### src/rtl/core/piecewise_linear_schedule_interp_defines.svh
// Assertion macros shared by the files that check their own logic.
// Each macro samples on the rising edge of aclk and is off while aresetn is low.
`ifndef PIECEWISE_LINEAR_SCHEDULE_INTERP_DEFINES_SVH
`define PIECEWISE_LINEAR_SCHEDULE_INTERP_DEFINES_SVH

// The consequent must hold in the same cycle as the antecedent.
`define PLSI_ASSERT_SAME(label, ante, cons, msg) \
    label: assert property (@(posedge aclk) disable iff (!aresetn) \
        (ante) |-> (cons)) else $error(msg);

// The consequent must hold in the cycle after the antecedent.
`define PLSI_ASSERT_NEXT(label, ante, cons, msg) \
    label: assert property (@(posedge aclk) disable iff (!aresetn) \
        (ante) |=> (cons)) else $error(msg);

`endif

### src/rtl/core/plsi_pkg.sv
package plsi_pkg;

    localparam int DATA_W     = 32;
    localparam int MAX_POINTS = 16;
    localparam int IDX_W      = $clog2(MAX_POINTS);
    localparam int ENTRY_W    = 4;
    localparam int CNT_W      = 5;
    localparam int MODE_W     = 3;
    localparam int PROD_W     = 2 * DATA_W;
    localparam int STEP_W     = $clog2(DATA_W + 1);
    localparam int TDATA_W    = 136;

    localparam logic KIND_LOAD = 1'b0;
    localparam logic KIND_EVAL = 1'b1;

    localparam logic [MODE_W-1:0] MODE_PASS  = 3'd0;
    localparam logic [MODE_W-1:0] MODE_SCHED = 3'd1;

    localparam logic REG_MODE  = 1'b0;
    localparam logic REG_COUNT = 1'b1;

    // Search token that travels down the row of breakpoint cells.
    typedef struct packed {
        logic              valid;
        logic [DATA_W-1:0] t;
        logic [DATA_W-1:0] prev_t;
        logic [DATA_W-1:0] prev_a;
        logic              lo_hit;
        logic [DATA_W-1:0] lo_a;
        logic              hi_hit;
        logic [DATA_W-1:0] hi_a;
        logic              seg_hit;
        logic [DATA_W-1:0] seg_t0;
        logic [DATA_W-1:0] seg_t1;
        logic [DATA_W-1:0] seg_a0;
        logic [DATA_W-1:0] seg_a1;
    } probe_t;

    typedef struct packed {
        logic              done;
        logic [DATA_W-1:0] quotient;
    } div_res_t;

endpackage

### src/rtl/core/plsi_cell.sv
// One breakpoint slot. It stores a time and angle pair and passes the search
// token on to the next slot, marking the first segment that brackets the time.
module plsi_cell (
    input  logic                          aclk,
    input  logic                          aresetn,
    input  logic [plsi_pkg::IDX_W-1:0]    cell_idx,
    input  logic [plsi_pkg::CNT_W-1:0]    point_count,
    input  logic                          wr_en,
    input  logic [plsi_pkg::DATA_W-1:0]   wr_time,
    input  logic [plsi_pkg::DATA_W-1:0]   wr_angle,
    input  plsi_pkg::probe_t              probe_in,
    output plsi_pkg::probe_t              probe_out
);

    logic [plsi_pkg::DATA_W-1:0] time_reg;
    logic [plsi_pkg::DATA_W-1:0] angle_reg;
    plsi_pkg::probe_t            probe_reg;
    plsi_pkg::probe_t            probe_next;
    logic                        in_use;
    logic                        is_last;
    logic                        brackets;

    assign in_use  = 32'(cell_idx) < 32'(point_count);
    assign is_last = (32'(cell_idx) + 32'd1) == 32'(point_count);
    assign brackets = ($signed(probe_in.prev_t) <= $signed(probe_in.t)) &&
                      ($signed(probe_in.t) <= $signed(time_reg));

    always_comb begin
        probe_next        = probe_in;
        probe_next.prev_t = time_reg;
        probe_next.prev_a = angle_reg;
        if (cell_idx == '0) begin
            probe_next.lo_hit = $signed(probe_in.t) <= $signed(time_reg);
            probe_next.lo_a   = angle_reg;
        end
        if (in_use && (cell_idx != '0) && !probe_in.seg_hit && brackets) begin
            probe_next.seg_hit = 1'b1;
            probe_next.seg_t0  = probe_in.prev_t;
            probe_next.seg_t1  = time_reg;
            probe_next.seg_a0  = probe_in.prev_a;
            probe_next.seg_a1  = angle_reg;
        end
        if (is_last) begin
            probe_next.hi_hit = $signed(probe_in.t) >= $signed(time_reg);
            probe_next.hi_a   = angle_reg;
        end
    end

    always_ff @(posedge aclk) begin
        if (wr_en) begin
            time_reg  <= wr_time;
            angle_reg <= wr_angle;
        end
    end

    // Only the valid bit is reset; the payload follows it unconditionally.
    always_ff @(posedge aclk) begin
        if (!aresetn) begin
            probe_reg.valid <= 1'b0;
        end else begin
            probe_reg.valid <= probe_next.valid;
        end
        probe_reg.t       <= probe_next.t;
        probe_reg.prev_t  <= probe_next.prev_t;
        probe_reg.prev_a  <= probe_next.prev_a;
        probe_reg.lo_hit  <= probe_next.lo_hit;
        probe_reg.lo_a    <= probe_next.lo_a;
        probe_reg.hi_hit  <= probe_next.hi_hit;
        probe_reg.hi_a    <= probe_next.hi_a;
        probe_reg.seg_hit <= probe_next.seg_hit;
        probe_reg.seg_t0  <= probe_next.seg_t0;
        probe_reg.seg_t1  <= probe_next.seg_t1;
        probe_reg.seg_a0  <= probe_next.seg_a0;
        probe_reg.seg_a1  <= probe_next.seg_a1;
    end

    assign probe_out = probe_reg;

endmodule

### config.mk
export PLATFORM = sky130hd
export DESIGN_NAME = plsi_cell
export DESIGN_NICKNAME = d
export VERILOG_FILES = /design/src/rtl/core/piecewise_linear_schedule_interp_defines.svh /design/src/rtl/core/plsi_pkg.sv /design/src/rtl/core/plsi_cell.sv
export SDC_FILE = /design/constraint.sdc
export NUM_CORES = 1
export LEC_CHECK = 0
export BUFFER_PORTS_ARGS = -buffer_cell sky130_fd_sc_hd__buf_2
export CORE_AREA = 2 2 256 258
export DETAILED_ROUTE_END_ITERATION = 7
export DIE_AREA = 0 0 258 260
export PLACE_DENSITY = 0.51
export SYNTH_ARGS = -nofsm -noshare
export SYNTH_HDL_FRONTEND = slang
export SYNTH_SLANG_ARGS = --single-unit
### constraint.sdc
create_clock -name aclk -period 6.1 [get_ports aclk]
set_input_delay 0.305 -clock aclk [delete_from_list [all_inputs] [get_ports aclk]]
set_output_delay 0.305 -clock aclk [all_outputs]
set_load 0.01 [all_outputs]
**Word level (Yosys, flattened, before mapping)**

Index checks and enable logic that the tools add are counted.
Widths: inputs -> output; s select.

- Output and inout port bits: 292
- Input port bits: 368
- Bits in registers: 356

- Multiplexer cells: 3
- Reductions and logical operators: 7
- $add $sub $neg: 1
- Order comparisons: 4
- Equality and inequality tests: 1

Operator list:

| kind | count |
|---|---|
| $mux 128 | 1 |
| $mux 33 | 2 |
| $le 32x32->1 | 2 |
| $ge 32x32->1 | 1 |
| $add 4x1->5 const B | 1 |
| $eq 5x5->1 | 1 |
| $lt 4x5->1 | 1 |
| $logic_and 1x1->1 | 4 |
| $logic_not 4->1 | 1 |
| $reduce_bool 4->1 | 1 |
| $logic_not 1->1 | 1 |

**Longest topological paths before layout**

- Depth after elaboration: 5
- Mapped depth: 11

**Worst setup path after synthesis**

Ideal clock, no wire load.

- Path kind: input to register
- From: input port probe_in[288] in the netlist's numbering
- To: register probe_reg, in the netlist probe_out[100]
- Data required time: 5979 ps
- Arrival: 2410 ps
- Path slack: 3569 ps
- Library setup time: 121 ps
- Stages: 11
- Cell sequence: inv_1 > ha_1 > nand4_1 > or3_1 > nor4_2 > o41a_1 > o31ai_2 > o211ai_4 > buf_12 > buf_12 > mux2_4

RTL lines:

| what | line | RTL |
|---|---|---|
| from (decl) | plsi_cell.sv:11 | `input plsi_pkg::probe_t probe_in,` |
| to (decl) | plsi_cell.sv:17 | `plsi_pkg::probe_t probe_reg;` |

==> metrics.sh <==
RUN_STATUS='finished, final reports clean'
SYNTH_LARGEST_AREA_CELL='sky130_fd_sc_hd__dfxtp_1'
CP.ARRIVAL_NS=4.88
POWER_PER_CELL_AREA_nW_PER_UM2=280
DIE-WIDTH_UM=258
P_LEAK_nW=10.3
POST-PLACE-CELLS=2338
GRT_OVERFLOW=0
TIMING.CRITICAL_PATH.FANOUT_MAX=72
NUM-NETS-FINAL=2306
PIN_COUNT=660
WORST_SLACK_NS=1.64
TIMING.FINAL.CRIT_SHARE_PCT=73.1
HOLDCRITSTARTPOINT='probe_in[235]'
DIEAREA_SQ_UM=67100
TIMING.SETUP.TNS_NS=0
ROW_COUNT=93
DOMINANTREGCELLSYNTH='sky130_fd_sc_hd__dfxtp_1'
POST_ROUTE_CELLS_DRIVE_ABOVE_1_SHARE_PCT=49.1
POSTSYNTHCELLCOUNT=838
CTS_ROOT_BUF='sky130_fd_sc_hd__clkbuf_16'
FINALMAXSLEWVIOLATIONS=0
ASYNC_FLOP_SHARE_PCT=0
WL_UM=48200
REMAINING_DRC_ERRORS=0
REPORT.FINAL.SETUP_VIOL=0
POSTSYNTHREGISTERBITS=356
WORST-R2R-CELL-COUNT=11
MAXIMUM_NUMBER_OF_PINS_ON_ONE_NET_BEFORE_GLOBAL_ROUTE_REPAIR=73
SYN-MEAN-INSTANCE-AREA_SQ_UM=15.0
CLK-INSERTION-DELAY-LATE_NS=0.56
ANT_NETS=0
CTS_TREE='yes'
AREA_GROWTH_SYN_TO_LAYOUT_PCT=71.4
HOLDPATHSTAGES=2
INITIAL_ANTENNA_VIOLATION_COUNT=11
FLIP_FLOP_COUNT_OF_THE_LARGEST_REGISTER_ALL_COPIES_AND_WORDS_ADDED=292
INITIAL_UTILIZATION_PCT=19.6
AVGROUTEDWIREPERCELL_UM=17.5
DP_HPWL_UM=35500
CLK_PATH_BUF_DEPTH=3
CRITICAL_PATH.REG2REG.STARTPOINT='time_reg[14]$_DFFE_PP_'
SHARE_OF_YOSYS_CELL_AREA_CLAIMED_BY_THE_TOP_AREA_CELL_TYPE_PCT=46.6
CRITICAL_PATH.STARTPOINT_TYPE='flop'
CLOCK-SKEW-FINAL_NS=0.0189
FIRST_PASS_GRT_WIRE_LENGTH_UM=68700
FIRST_GLOBAL_VIAS=11600
TOTAL_CTS_BUFFERS=41
TOTAL_POWER_mW=6.01
CTS.REPAIR_TIMING.SETUP_BUFFER_COUNT=0
YOSYS-TOP-CELLS-AREA='sky130_fd_sc_hd__dfxtp_1, sky130_fd_sc_hd__edfxtp_1, sky130_fd_sc_hd__mux2_4'
SLEW_HEADROOM_PCT=44.9
HP-CLASS='input pin to flop'
CTS.SINK_COUNT=356
FIN_HOLD_WS_NS=0.0401
DIE_HEIGHT_UM=260
GRT_UTIL_ALL_LAYERS_PCT=13.7
DRV.MAX_CAP_VIOLATION_COUNT=0
DRT-PASS1-ITER-COUNT=4
SYNTH_ENABLE_FLOP_CELLS=64
DRT_ITER0_MARKERS=359
VIA_COUNT=10400
CP.REQUIRED_NS=6.53
HOLD_VIOL=0
SEQUENTIAL_ELEMENT_SHARE_OF_THE_SYNTHESIZED_AREA_PCT=61.9
VIAS_PER_CELL=3.77
CTS.REPORTEDPATHS.CLKPINSLEW_NS=0.06
SETUP.WORST_PATH.CLASS='flop to flop'
SYNTH_AREA_SQ_UM=12500
PLACE_CONGESTION=0.807
FINALCRITICALPERIOD_NS=4.46
FINAL-INSTANCE-COUNT-EXCL-FILL=2758
COREAREA_SQ_UM=64100
REGTOREGSETUPSLACK_NS=1.64
POWER.IR.VDD_WORST_mV=0.234
RSZ0062_AT_GRT='false'
FMAX_MHz=224
IO_BUFFERS=659
CTS.HTREE.LEVELS=2
WORSTSETUPENDPOINTTYPE='flop'
CRITICAL_PATH.REG2REG.ENDPOINT='probe_out[51]$_DFF_P_'
SYNTH_NETS=1276
HOLD_END='probe_out[104]$_DFF_P_'
WARNINGS_FROM_YOSYS=0
YOSYSUNIQUECELLTYPES=43
TIGHTEST_SLEW_NS=0.826
POST-PLACE-WS_NS=2.04
-- worst max-delay path, cell delays in order (launching register included) --
cell	delay (ns)
sky130_fd_sc_hd__edfxtp_1	0.42
sky130_fd_sc_hd__inv_1	0.06
sky130_fd_sc_hd__ha_1	0.31
sky130_fd_sc_hd__nand4_1	0.17
sky130_fd_sc_hd__nor4_1	0.74
sky130_fd_sc_hd__a21boi_0	0.56
sky130_fd_sc_hd__o31a_1	0.24
sky130_fd_sc_hd__o21ai_2	0.09
sky130_fd_sc_hd__o211ai_4	0.25
sky130_fd_sc_hd__buf_12	0.45
sky130_fd_sc_hd__mux2_4	0.35
sky130_fd_sc_hd__dlygate4sd3_1	0.58
-- cells in the mapped netlist, types with 5 or more instances --
library cell,instances
sky130_fd_sc_hd__a21o_1,5
sky130_fd_sc_hd__mux2_4,109
sky130_fd_sc_hd__nand4_1,12
sky130_fd_sc_hd__dfxtp_1,292
sky130_fd_sc_hd__inv_1,73
sky130_fd_sc_hd__a21oi_1,24
sky130_fd_sc_hd__edfxtp_1,64
sky130_fd_sc_hd__nand2_1,15
sky130_fd_sc_hd__mux2_2,84
sky130_fd_sc_hd__buf_12,11
sky130_fd_sc_hd__ha_1,70
sky130_fd_sc_hd__nand3_1,9
sky130_fd_sc_hd__o21ai_0,11
-- how the worst max path moves through the flow --
stage,startpoint,end,slack (ns),depth (start not counted)
floorplan,probe_in[288],probe_out[100]$_DFF_P_,3.57,11
global placement,time_reg[14]$_DFFE_PP_,probe_out[16]$_DFF_P_,1.93,10
detailed placement,time_reg[14]$_DFFE_PP_,probe_out[16]$_DFF_P_,2.04,10
CTS,time_reg[14]$_DFFE_PP_,probe_out[40]$_DFF_P_,1.49,11
global route,time_reg[14]$_DFFE_PP_,probe_out[51]$_DFF_P_,1.33,11
finish,time_reg[14]$_DFFE_PP_,probe_out[51]$_DFF_P_,1.64,11
-- what timing repair did --
action	4_1_cts	5_1_grt
resized for setup	0	0
endpoints found under the hold margin	286	0
hold buffers	342	0
-- through the flow --
step,instance area (sq um),util [%]
after floorplan,12500,-
after global placement,16700,26.1
after detailed placement,16700,26.1
after CTS,21500,33.5
after global routing,21500,33.5
final,21500,33.5
-- power by group --
group          internal (mW)  switching, mW
Clock                   1.40           1.02
Combinational          0.527          0.406
Sequential              2.58         0.0776
-- kinds of logic after synthesis --
family | share of synthesized area, %
mux | 20.6
buf+inv | 4.37
fa+ha+maj | 6.98
flops | 61.9
compound gates | 3.10
xor+xnor | 0.279
simple gates | 2.74
-- metal layers --
layer | global-route usage [%] | routed length [um] | part of all wire (%)
met5 | 0 | 49 | 0.10
met3 | 4.13 | 3480 | 7.2
met1 | 14.7 | 18600 | 39
met4 | 5.33 | 1530 | 3.2
met2 | 25.1 | 24500 | 51
-- cell usage in the layout, fill, tap and decap left out, drive strengths merged, types with 2 or more instances in the layout --
cell | synthesis | layout
and4 | 2 | 2
diode | 0 | 3
a211oi | 4 | 4
clkinv | 0 | 12
nand4 | 12 | 12
a21boi | 2 | 2
dlygate4sd3 | 0 | 342
o21ai | 12 | 12
inv | 73 | 75
xnor2 | 2 | 2
dfxtp | 292 | 292
a21o | 5 | 5
buf | 17 | 665
ha | 70 | 70
nand3 | 9 | 9
a21oi | 24 | 24
clkbuf | 3 | 59
xor2 | 2 | 2
edfxtp | 64 | 64
nor3 | 4 | 4
a31oi | 3 | 3
nand2 | 15 | 15
o211ai | 3 | 3
mux2 | 193 | 193
nor4 | 4 | 4
clkinvlp | 0 | 2
nor2 | 4 | 4
nor2b | 4 | 4
nand2b | 3 | 3
-- cell type report --
| type | instances | area, sq um |
|---|---|---|
| Timing Repair Buffer | 1007 | 6790 |
| Tap cell | 855 | 1070 |
| Sequential cell | 356 | 7770 |
| Antenna cell | 3 | 7.51 |
| Inverter | 73 | 274 |
| Clock inverter | 16 | 125 |
| Fill cell | 6319 | 42600 |
| Multi-Input combinational cell | 389 | 4240 |
| Clock buffer | 59 | 1210 |
Note: power is estimated with default switching activity, not from simulation.
