File: src/rtl/core/piecewise_linear_schedule_interp_defines.svh
// Assertion macros shared by the files that check their own logic.
// Each macro samples on the rising edge of aclk and is off while aresetn is low.
`ifndef PIECEWISE_LINEAR_SCHEDULE_INTERP_DEFINES_SVH
`define PIECEWISE_LINEAR_SCHEDULE_INTERP_DEFINES_SVH

// The consequent must hold in the same cycle as the antecedent.
`define PLSI_ASSERT_SAME(label, ante, cons, msg) \
    label: assert property (@(posedge aclk) disable iff (!aresetn) \
        (ante) |-> (cons)) else $error(msg);

// The consequent must hold in the cycle after the antecedent.
`define PLSI_ASSERT_NEXT(label, ante, cons, msg) \
    label: assert property (@(posedge aclk) disable iff (!aresetn) \
        (ante) |=> (cons)) else $error(msg);

`endif

File: src/rtl/core/plsi_pkg.sv
package plsi_pkg;

    localparam int DATA_W     = 32;
    localparam int MAX_POINTS = 16;
    localparam int IDX_W      = $clog2(MAX_POINTS);
    localparam int ENTRY_W    = 4;
    localparam int CNT_W      = 5;
    localparam int MODE_W     = 3;
    localparam int PROD_W     = 2 * DATA_W;
    localparam int STEP_W     = $clog2(DATA_W + 1);
    localparam int TDATA_W    = 136;

    localparam logic KIND_LOAD = 1'b0;
    localparam logic KIND_EVAL = 1'b1;

    localparam logic [MODE_W-1:0] MODE_PASS  = 3'd0;
    localparam logic [MODE_W-1:0] MODE_SCHED = 3'd1;

    localparam logic REG_MODE  = 1'b0;
    localparam logic REG_COUNT = 1'b1;

    // Search token that travels down the row of breakpoint cells.
    typedef struct packed {
        logic              valid;
        logic [DATA_W-1:0] t;
        logic [DATA_W-1:0] prev_t;
        logic [DATA_W-1:0] prev_a;
        logic              lo_hit;
        logic [DATA_W-1:0] lo_a;
        logic              hi_hit;
        logic [DATA_W-1:0] hi_a;
        logic              seg_hit;
        logic [DATA_W-1:0] seg_t0;
        logic [DATA_W-1:0] seg_t1;
        logic [DATA_W-1:0] seg_a0;
        logic [DATA_W-1:0] seg_a1;
    } probe_t;

    typedef struct packed {
        logic              done;
        logic [DATA_W-1:0] quotient;
    } div_res_t;

endpackage

File: src/rtl/core/plsi_div.sv
// Restoring divider, one quotient bit per cycle. The upper half of the
// dividend must be below the divisor, so the quotient fits in DATA_W bits.
module plsi_div (
    input  logic                          aclk,
    input  logic                          aresetn,
    input  logic                          start,
    input  logic [plsi_pkg::PROD_W-1:0]   dividend,
    input  logic [plsi_pkg::DATA_W-1:0]   divisor,
    output plsi_pkg::div_res_t            res
);

    logic                        busy_reg;
    logic                        done_reg;
    logic [plsi_pkg::STEP_W-1:0] cnt_reg;
    logic [plsi_pkg::DATA_W-1:0] rem_reg;
    logic [plsi_pkg::DATA_W-1:0] quo_reg;
    logic [plsi_pkg::DATA_W:0]   shifted;
    logic [plsi_pkg::DATA_W:0]   diff;
    logic                        fits;

    assign shifted = {rem_reg, quo_reg[plsi_pkg::DATA_W-1]};
    assign fits    = shifted >= {1'b0, divisor};
    assign diff    = shifted - {1'b0, divisor};

    always_ff @(posedge aclk) begin
        if (!aresetn) begin
            busy_reg <= 1'b0;
            done_reg <= 1'b0;
            cnt_reg  <= '0;
        end else begin
            done_reg <= 1'b0;
            if (start) begin
                busy_reg <= 1'b1;
                cnt_reg  <= plsi_pkg::STEP_W'(plsi_pkg::DATA_W);
            end else if (busy_reg) begin
                cnt_reg <= cnt_reg - 1'b1;
                if (cnt_reg == plsi_pkg::STEP_W'(1)) begin
                    busy_reg <= 1'b0;
                    done_reg <= 1'b1;
                end
            end
        end
    end

    always_ff @(posedge aclk) begin
        if (start) begin
            rem_reg <= dividend[plsi_pkg::PROD_W-1:plsi_pkg::DATA_W];
            quo_reg <= dividend[plsi_pkg::DATA_W-1:0];
        end else if (busy_reg) begin
            rem_reg <= fits ? diff[plsi_pkg::DATA_W-1:0] : shifted[plsi_pkg::DATA_W-1:0];
            quo_reg <= {quo_reg[plsi_pkg::DATA_W-2:0], fits};
        end
    end

    assign res.done     = done_reg;
    assign res.quotient = quo_reg;

endmodule

File: config.mk
export PLATFORM = sky130hd
export DESIGN_NAME = plsi_div
export DESIGN_NICKNAME = d
export VERILOG_FILES = /design/src/rtl/core/piecewise_linear_schedule_interp_defines.svh /design/src/rtl/core/plsi_pkg.sv /design/src/rtl/core/plsi_div.sv
export SDC_FILE = /design/constraint.sdc
export NUM_CORES = 1
export LEC_CHECK = 0
export BUFFER_PORTS_ARGS = -buffer_cell sky130_fd_sc_hd__buf_4
export CAP_MARGIN = 0
export CORE_ASPECT_RATIO = 1.2
export CORE_MARGIN = 3
export CORE_UTILIZATION = 55
export CTS_BUF_LIST = sky130_fd_sc_hd__clkbuf_16
export CTS_CLUSTER_SIZE = 14
export DETAILED_ROUTE_END_ITERATION = 7
export PLACE_DENSITY_LB_ADDON = 0.05
export SYNTH_ARGS = -nofsm -noshare
export SYNTH_HDL_FRONTEND = slang
export SYNTH_SLANG_ARGS = --single-unit
File: constraint.sdc
create_clock -name aclk -period 3.6 [get_ports aclk]
set_input_delay 0.72 -clock aclk [delete_from_list [all_inputs] [get_ports aclk]]
set_output_delay 0.72 -clock aclk [all_outputs]
set_load 0.03 [all_outputs]
Word level (Yosys, flattened, before mapping)
Index checks and enable logic that the tools add are counted.
- add/subtract/negate cells: 2
- order comparisons: 1
- equal/unequal tests: 1
- multiplexer cells: 11
- bitwise logic cells: 2
- reduce and logical (&&, ||, !) cells: 3
- operators by type and width (kind ; number):
    $mux W32 ; 5
    $ge A33 B32 Y1 ; 1
    $sub A32 B32 Y32 ; 1
    $mux W6 ; 2
    $eq A6 B1 Y1 const B ; 1
    $sub A6 B1 Y6 const B ; 1
    $mux W1 ; 4
    $reduce_or A3 Y1 ; 1
    $not A1 Y1 ; 2
    $reduce_bool A2 Y1 ; 1
    $reduce_or A2 Y1 ; 1
- register bits after elaboration: 72
- input bits: 99
- output and inout port bits: 33
- logic and storage cells: 26

Logic depth before layout (Yosys ltp)
Gate-level depths: netlist of run 1.
- depth in word-level cells: 4
- depth in mapped cells: 14
- gate-level depth less buffers: 12

Worst setup path after synthesis of run 1
OpenSTA, ideal clock, no wires.
- path type: input to register
- from: in divisor[1] (netlist bit)
- to: reg rem_reg[25] (netlist bit) (data pin)
- library setup time: 0.260 ns
- arrival: 2.806 ns
- data required time: 3.340 ns
- path slack: 0.534 ns
- cell stages on the path: 11
- path buffers: 1
- cells stage by stage: inv_1 -> ha_1 -> nor2b_1 -> o31a_2 -> o211ai_2 -> nand3_2 -> a31oi_2 -> o21a_1 -> buf_6 -> mux2_2 -> mux2_2
- cells in the longest elaborated chain, start to end: 4
- elaborated cells on any way between the ends: 5
- those cells by class: add/sub: 1; order compare: 1; mux: 3
- RTL lines (element ; RTL line ; RTL):
    start, declared ; plsi_div.sv:8 ; input logic [plsi_pkg::DATA_W-1:0] divisor,
    $sub A32 B32 Y32 or $ge A33 B32 Y1 (tied branches) ; plsi_div.sv:23, plsi_div.sv:22 ;
    $mux W32 * ; plsi_div.sv:50 ; rem_reg <= fits ? diff[plsi_pkg::DATA_W-1:0] : shifted[plsi_pkg::DATA_W-1:0];
    $mux W32 * ; plsi_div.sv:49 ; end else if (busy_reg) begin
    $mux W32 * ; plsi_div.sv:46 ; if (start) begin
    end signal, assigned ; plsi_div.sv:47 ; rem_reg <= dividend[plsi_pkg::PROD_W-1:plsi_pkg::DATA_W];
    end signal, assigned ; plsi_div.sv:50 ;
    end, declared ; plsi_div.sv:15 ; logic [plsi_pkg::DATA_W-1:0] rem_reg;
Mark *: on every way between the ends. The rest lies on a longest branch, timed or not. The select of a mux whose other input is x is not followed.
A chain may end at the register's enable or synchronous reset.

Worst setup path after layout of run 1
- from: in divisor[16] (netlist bit)
- to: reg rem_reg[3] (netlist bit) (data pin)
- cells in the longest elaborated chain, start to end: 4
- RTL lines (element ; RTL line ; RTL):
    $ge A33 B32 Y1 ; plsi_div.sv:22 ; assign fits = shifted >= {1'b0, divisor};
    $mux W32 ; plsi_div.sv:50 ;
    $mux W32 ; plsi_div.sv:49 ;
    $mux W32 ; plsi_div.sv:46 ;
No other way between the ends. The select of a mux whose other input is x is not followed.

==> flow_summary.toml, run 1 <==
[status]
status = "finished clean"

[pwr]
combinationalPowerShare_pct = 43.7
power.switching_w = 0.00145
seqPwrFrac_pct = 30.0
power.density_nw_per_um2 = 594
p_sw_share_pct = 36.1
p_int_w = 0.00257
ir_drop_mv = 0.381
p_clk_share_pct = 26.3
p_leak_nw = 2.97

[synth]
synth_seq_cells = 72
synth_area_per_cell_um2 = 9.79
yosysWarnings = 0
ys_async_sr_fraction_pct = 0
synth_cells = 548
syn_nets = 682
synth_area_um2 = 5370
ys_dominant_reg_cell = "edfxtp_1"
ys_types = 64
synth_edf_count = 64
ys_seq_area_share_pct = 38.8

[timing]
whs_ps = 483
tns_ps = 0
setup_ws_ps = 467
hold_violations = 0
drv_slew = 0
worst_pin_slew_ps = 686
rsz0062_at_grt = "no"
slew_headroom_pct = 54.3
finalSetupViolations = 0
period_minus_slack_ps = 3130
finalClockSkew_ps = 12.6
fin_crit_sh_pct = 87.0
max_freq_mhz = 319

[grt]
grt-ovfl-total = 0
grt_pass1_vias = 4571
grt_usage_pct = 24.4
antenna_found_initial = 0
grt_start_max_net_pins = 71
grt_pass1_wl_mm = 21.0

[final_layout]
finish.net_count = 800
fin_cells = 791
num_antenna_cells = 0
syn2layout_area_growth_pct = 26.0
drive_above_1_share_pct = 30.1
final_area_um2 = 6760

[run]
drv_cap = 0

[floorplan]
die_area_um2 = 11000
die_x_um = 96.2
row_count = 38
coreArea_um2 = 9270
die_height_um = 114
start_util_pct = 57.9
io_pins = 132

[routing]
drt_wl_total_mm = 13.4
via_per_inst = 5.80
wire_per_inst_um = 16.9
ant_nets = 0
dr.pass1.iters = 5
dr_total_vias = 4586
drc = 0
drt_iter0_drc = 310

[critical_path]
required_ps = 3700
r2r_start = "quo_reg[31]"
rrSetupSlack_ps = 520
rr_endpoint = "rem_reg[22]"
path_max_fanout = 43
arrival_ps = 3230
crit_type = "input port to flop"
cp-start-kind = "input port"
r2r_cells = 12
cp-end-kind = "flop"

[clock_network]
cts_buffers = 9
insertion_delay_ps = 350
cts_setup_buffers = 0
cts.sinks = 72
post_cts_resized = 0
hold_buffers = 0
cts_tree = "yes"
cts.path.max_buffers = 2
root_buffer = "clkbuf_16"
htreeDepth = 3
path_clk_slew_ps = 60

[hold_path]
holdPathEnd = "cnt_reg[0]"
hp-start = "cnt_reg[0]"
hold_path_class = "flop to flop"
min_path_cells = 2

[placed_design]
placed_cells = 775
place_area_um2 = 6420
port_buffers = 131
hpwl_mm = 9.64
place_ws_ps = 161
routabilityCongestion = 0.872
-- how the worst max path moves through the flow --
stage	slack (ps)	startpoint	cells past startpoint	to
2_1_floorplan	530	divisor[1]	11	rem_reg[25]
3_5_place_dp	160	divisor[16]	12	rem_reg[3]
6_report	470	divisor[16]	12	rem_reg[3]
3_3_place_gp	260	divisor[1]	12	rem_reg[3]
4_1_cts	510	quo_reg[31]	12	rem_reg[22]
5_1_grt	270	divisor[16]	12	rem_reg[3]
-- per-layer routing --
| layer | global-route usage (%) | share of wire, % | vias up |
|---|---|---|---|
| li1 | - | - | 2270 |
| met1 | 28.9 | 41 | 2179 |
| met2 | 43.0 | 52 | 116 |
| met3 | 5.13 | 4.2 | 21 |
| met4 | 8.63 | 2.0 | 0 |
| met5 | 0 | 0 | - |
-- power groups by stage --
stage | Clock, W | Sequential [W] | Combinational, W
after global routing | 0.00110 | 0.00122 | 0.00193
after global placement | 0 | 0.00121 | 0.00170
after detailed placement | 0 | 0.00122 | 0.00174
final | 0.00106 | 0.00121 | 0.00176
after floorplan | 0 | 0.00127 | 0.00125
after CTS | 0.00106 | 0.00121 | 0.00175
-- layout by cell type, fill, tap and decap left out, types with 4 or more instances in the layout --
master,instances
a211oi_1,4
a21o_1,15
a21oi_1,27
a221o_1,6
a22oi_1,4
a31oi_1,7
and3b_1,4
buf_4,136
clkbuf_16,9
dfxtp_1,8
edfxtp_1,64
ha_1,34
inv_1,44
mux2_2,34
mux2i_1,6
nand2_1,57
nand2b_1,4
nand3_1,8
nand3b_1,14
nand4_1,5
nor2_1,28
nor2b_1,8
nor3_1,9
o211ai_1,9
o21a_1,7
o21ai_0,19
o311ai_0,13
o31ai_1,5
xnor2_1,13
xor2_1,18
-- layout make-up --
| cell class | instances | area (um^2) |
|---|---|---|
| clock buffer | 9 | 225 |
| inverter | 43 | 161 |
| sequential | 72 | 2080 |
| tap | 120 | 150 |
| fill | 691 | 2510 |
| multi-input combinational | 402 | 2960 |
| clock inverter | 7 | 119 |
| timing repair buffer | 138 | 1060 |
-- cells by family (layout without fill, tap and decap cells) --
family | Yosys count | count (layout) | synth area share, %
xor gates and xnor gates | 31 | 31 | 5.06
buffers and inverters | 74 | 197 | 5.97
AOI/OAI and AO/OA | 144 | 144 | 19.5
muxes | 40 | 40 | 8.26
adders and majority gates | 35 | 35 | 8.30
DFF | 72 | 72 | 38.8
and+or+nand+nor | 152 | 152 | 14.2
-- cell usage after synthesis, types with 8 or more instances --
master	instances	area (um^2)
nor2_1	28	105
mux2_2	34	383
inv_1	43	161
ha_1	34	425
dfxtp_1	8	160
nor2b_1	8	50.1
xor2_1	18	158
o21ai_0	19	95.1
nor3_1	9	45.0
nand2_1	57	214
edfxtp_1	64	1920
a21oi_1	27	135
o211ai_1	9	67.6
xnor2_1	13	114
o311ai_0	13	114
nand3_1	8	40.0
a21o_1	15	113
clkbuf_1	13	48.8
buf_2	9	45.0
nand3b_1	14	105
-- critical path, stage by stage --
cell and delay, ps:
buf_4 90, inv_1 40, ha_1 420, a21oi_4 270
nand2_1 100, o2111ai_1 250, nand2_1 120, a31oi_2 220
o21a_1 340, buf_12 270, a2111oi_0 90, a221o_1 280
-- through the flow --
step,total power [W],util [%]
final,0.00402,72.9
after global placement,0.00291,69.2
after floorplan,0.00252,-
after CTS,0.00402,72.9
after global routing,0.00425,72.9
after detailed placement,0.00296,69.2
No activity file was read; power rests on OpenSTA's default activity.
==> inputs of run 2 (changes only) <==
- PLACE_DENSITY: default -> 0.82
- PLACE_DENSITY_LB_ADDON: 0.05 -> default
- RECOVER_POWER: default -> 25
==> flow_summary.toml, run 2 (synthesis gave the netlist of run 1 again) <==
[clock_network]
hold_buffers = 0
cts_tree = "yes"
insertion_delay_ps = 340
htreeDepth = 3
post_cts_resized = 0
root_buffer = "clkbuf_16"
cts.sinks = 72
path_clk_slew_ps = 60
cts_buffers = 9
cts_setup_buffers = 0
cts.path.max_buffers = 2

[final_layout]
final_common_cell = "buf_4"
num_antenna_cells = 0
final_area_um2 = 6590
finish.net_count = 799
drive_above_1_share_pct = 25.2
post-route-util_pct = 71.1
syn2layout_area_growth_pct = 22.8
final_cell_mix = "buf_4, edfxtp_1, nand2_1"

[critical_path]
crit_type = "input port to flop"
required_ps = 3620
cp-start-kind = "input port"
path_cells = "buf_4, inv_1, ha_1, a21oi_4, nand2_1, o2111ai_1, nand2_1, a31oi_2, o21a_2, buf_12, buf_4, o311ai_0"
cp-end-kind = "flop"
arrival_ps = 3180
slowest_stage = "ha_1"
r2r_start = "rem_reg[7]"
path_max_fanout = 34
rrSetupSlack_ps = 520
rr_endpoint = "rem_reg[13]"
r2r_cells = 10
slowest_delay_ps = 420

[floorplan]
io_pins = 132
die_height_um = 114
start_util_pct = 57.9
die_x_um = 96.2
row_count = 38
coreArea_um2 = 9270
die_area_um2 = 11000

[grt]
grt_pass1_wl_mm = 22.3
antenna_found_initial = 0
grt_pass1_vias = 4720
grt_usage_pct = 25.8
grt-ovfl-total = 0
grt_start_max_net_pins = 66

[routing]
dr_total_vias = 4641
ant_nets = 0
dr.pass1.iters = 4
wire_per_inst_um = 17.4
drt_iter0_drc = 208
drc = 0
drt_wl_total_mm = 13.7
via_per_inst = 5.87

[pwr]
ir_drop_mv = 0.356
p_total_w = 0.00388
p_leak_nw = 2.82
power.density_nw_per_um2 = 588

[timing]
worst_pin_slew_ps = 1660
finalClockSkew_ps = 5.38
fin_crit_sh_pct = 87.8
rsz0062_at_grt = "no"
tns_ps = 0
period_minus_slack_ps = 3160
finalSetupViolations = 0
hold_violations = 0
slew_headroom_pct = -10.7
max_freq_mhz = 317
drv_slew = 23

[status]
violations = "max-capacitance violations, max-slew violations"
status = "finished, violations left"

[hold_path]
hp-start = "cnt_reg[1]"
hold_path_class = "flop to flop"
holdPathEnd = "cnt_reg[1]"
min_path_cells = 2

[placed_design]
hpwl_mm = 10.1
port_buffers = 131
routabilityCongestion = 0.941
place_area_um2 = 6410

[run]
drv_cap = 1
-- run 2: worst max path at each step --
stage                            from          end  slack [ps]  cells after the start
after floorplan            divisor[1]  rem_reg[25]         530                     11
after global placement    divisor[16]  rem_reg[25]         250                     11
after detailed placement  divisor[16]  rem_reg[13]         160                     12
after CTS                 divisor[16]  rem_reg[13]         490                     12
after global routing      divisor[16]  rem_reg[13]         200                     12
final                     divisor[16]  rem_reg[13]         440                     12
-- run 2: cell type report --
type | count | area, um^2
Sequential cell | 72 | 2080
Multi-Input combinational cell | 402 | 2960
Inverter | 43 | 161
Timing Repair Buffer | 137 | 927
Tap cell | 120 | 150
Fill cell | 747 | 2680
Clock buffer | 9 | 225
Clock inverter | 7 | 78.8
-- run 2: stage by stage --
step,hold slack [ps],std cells,setup slack (ps)
2_1_floorplan,454,548,534
3_3_place_gp,464,774,249
3_5_place_dp,491,774,155
4_1_cts,500,790,486
5_1_grt,572,790,197
6_report,497,790,441
-- run 2: report_power, final --
group	switching [W]	total, W	internal, W	leakage (nW)
clock	0.000379	0.000923	0.000544	0.144
sequential	0.0000916	0.00121	0.00112	0.714
combinational	0.00101	0.00174	0.000738	1.96
-- run 2: critical path, delay by kind of cell --
family,cells,cell delay (ps)
buffers and inverters,4,540
adder cells (fa/ha/maj),1,420
AO/OA/AOI/OAI,5,1240
AND/OR/NAND/NOR,2,240
-- run 2: per-layer routing --
layer | vias up | track usage (%) | part of all wire, %
met5 | - | 0 | 0
met4 | 0 | 7.78 | 1.7
met3 | 24 | 6.18 | 6.5
met2 | 165 | 46.0 | 52
met1 | 2186 | 30.2 | 40
li1 | 2266 | - | -
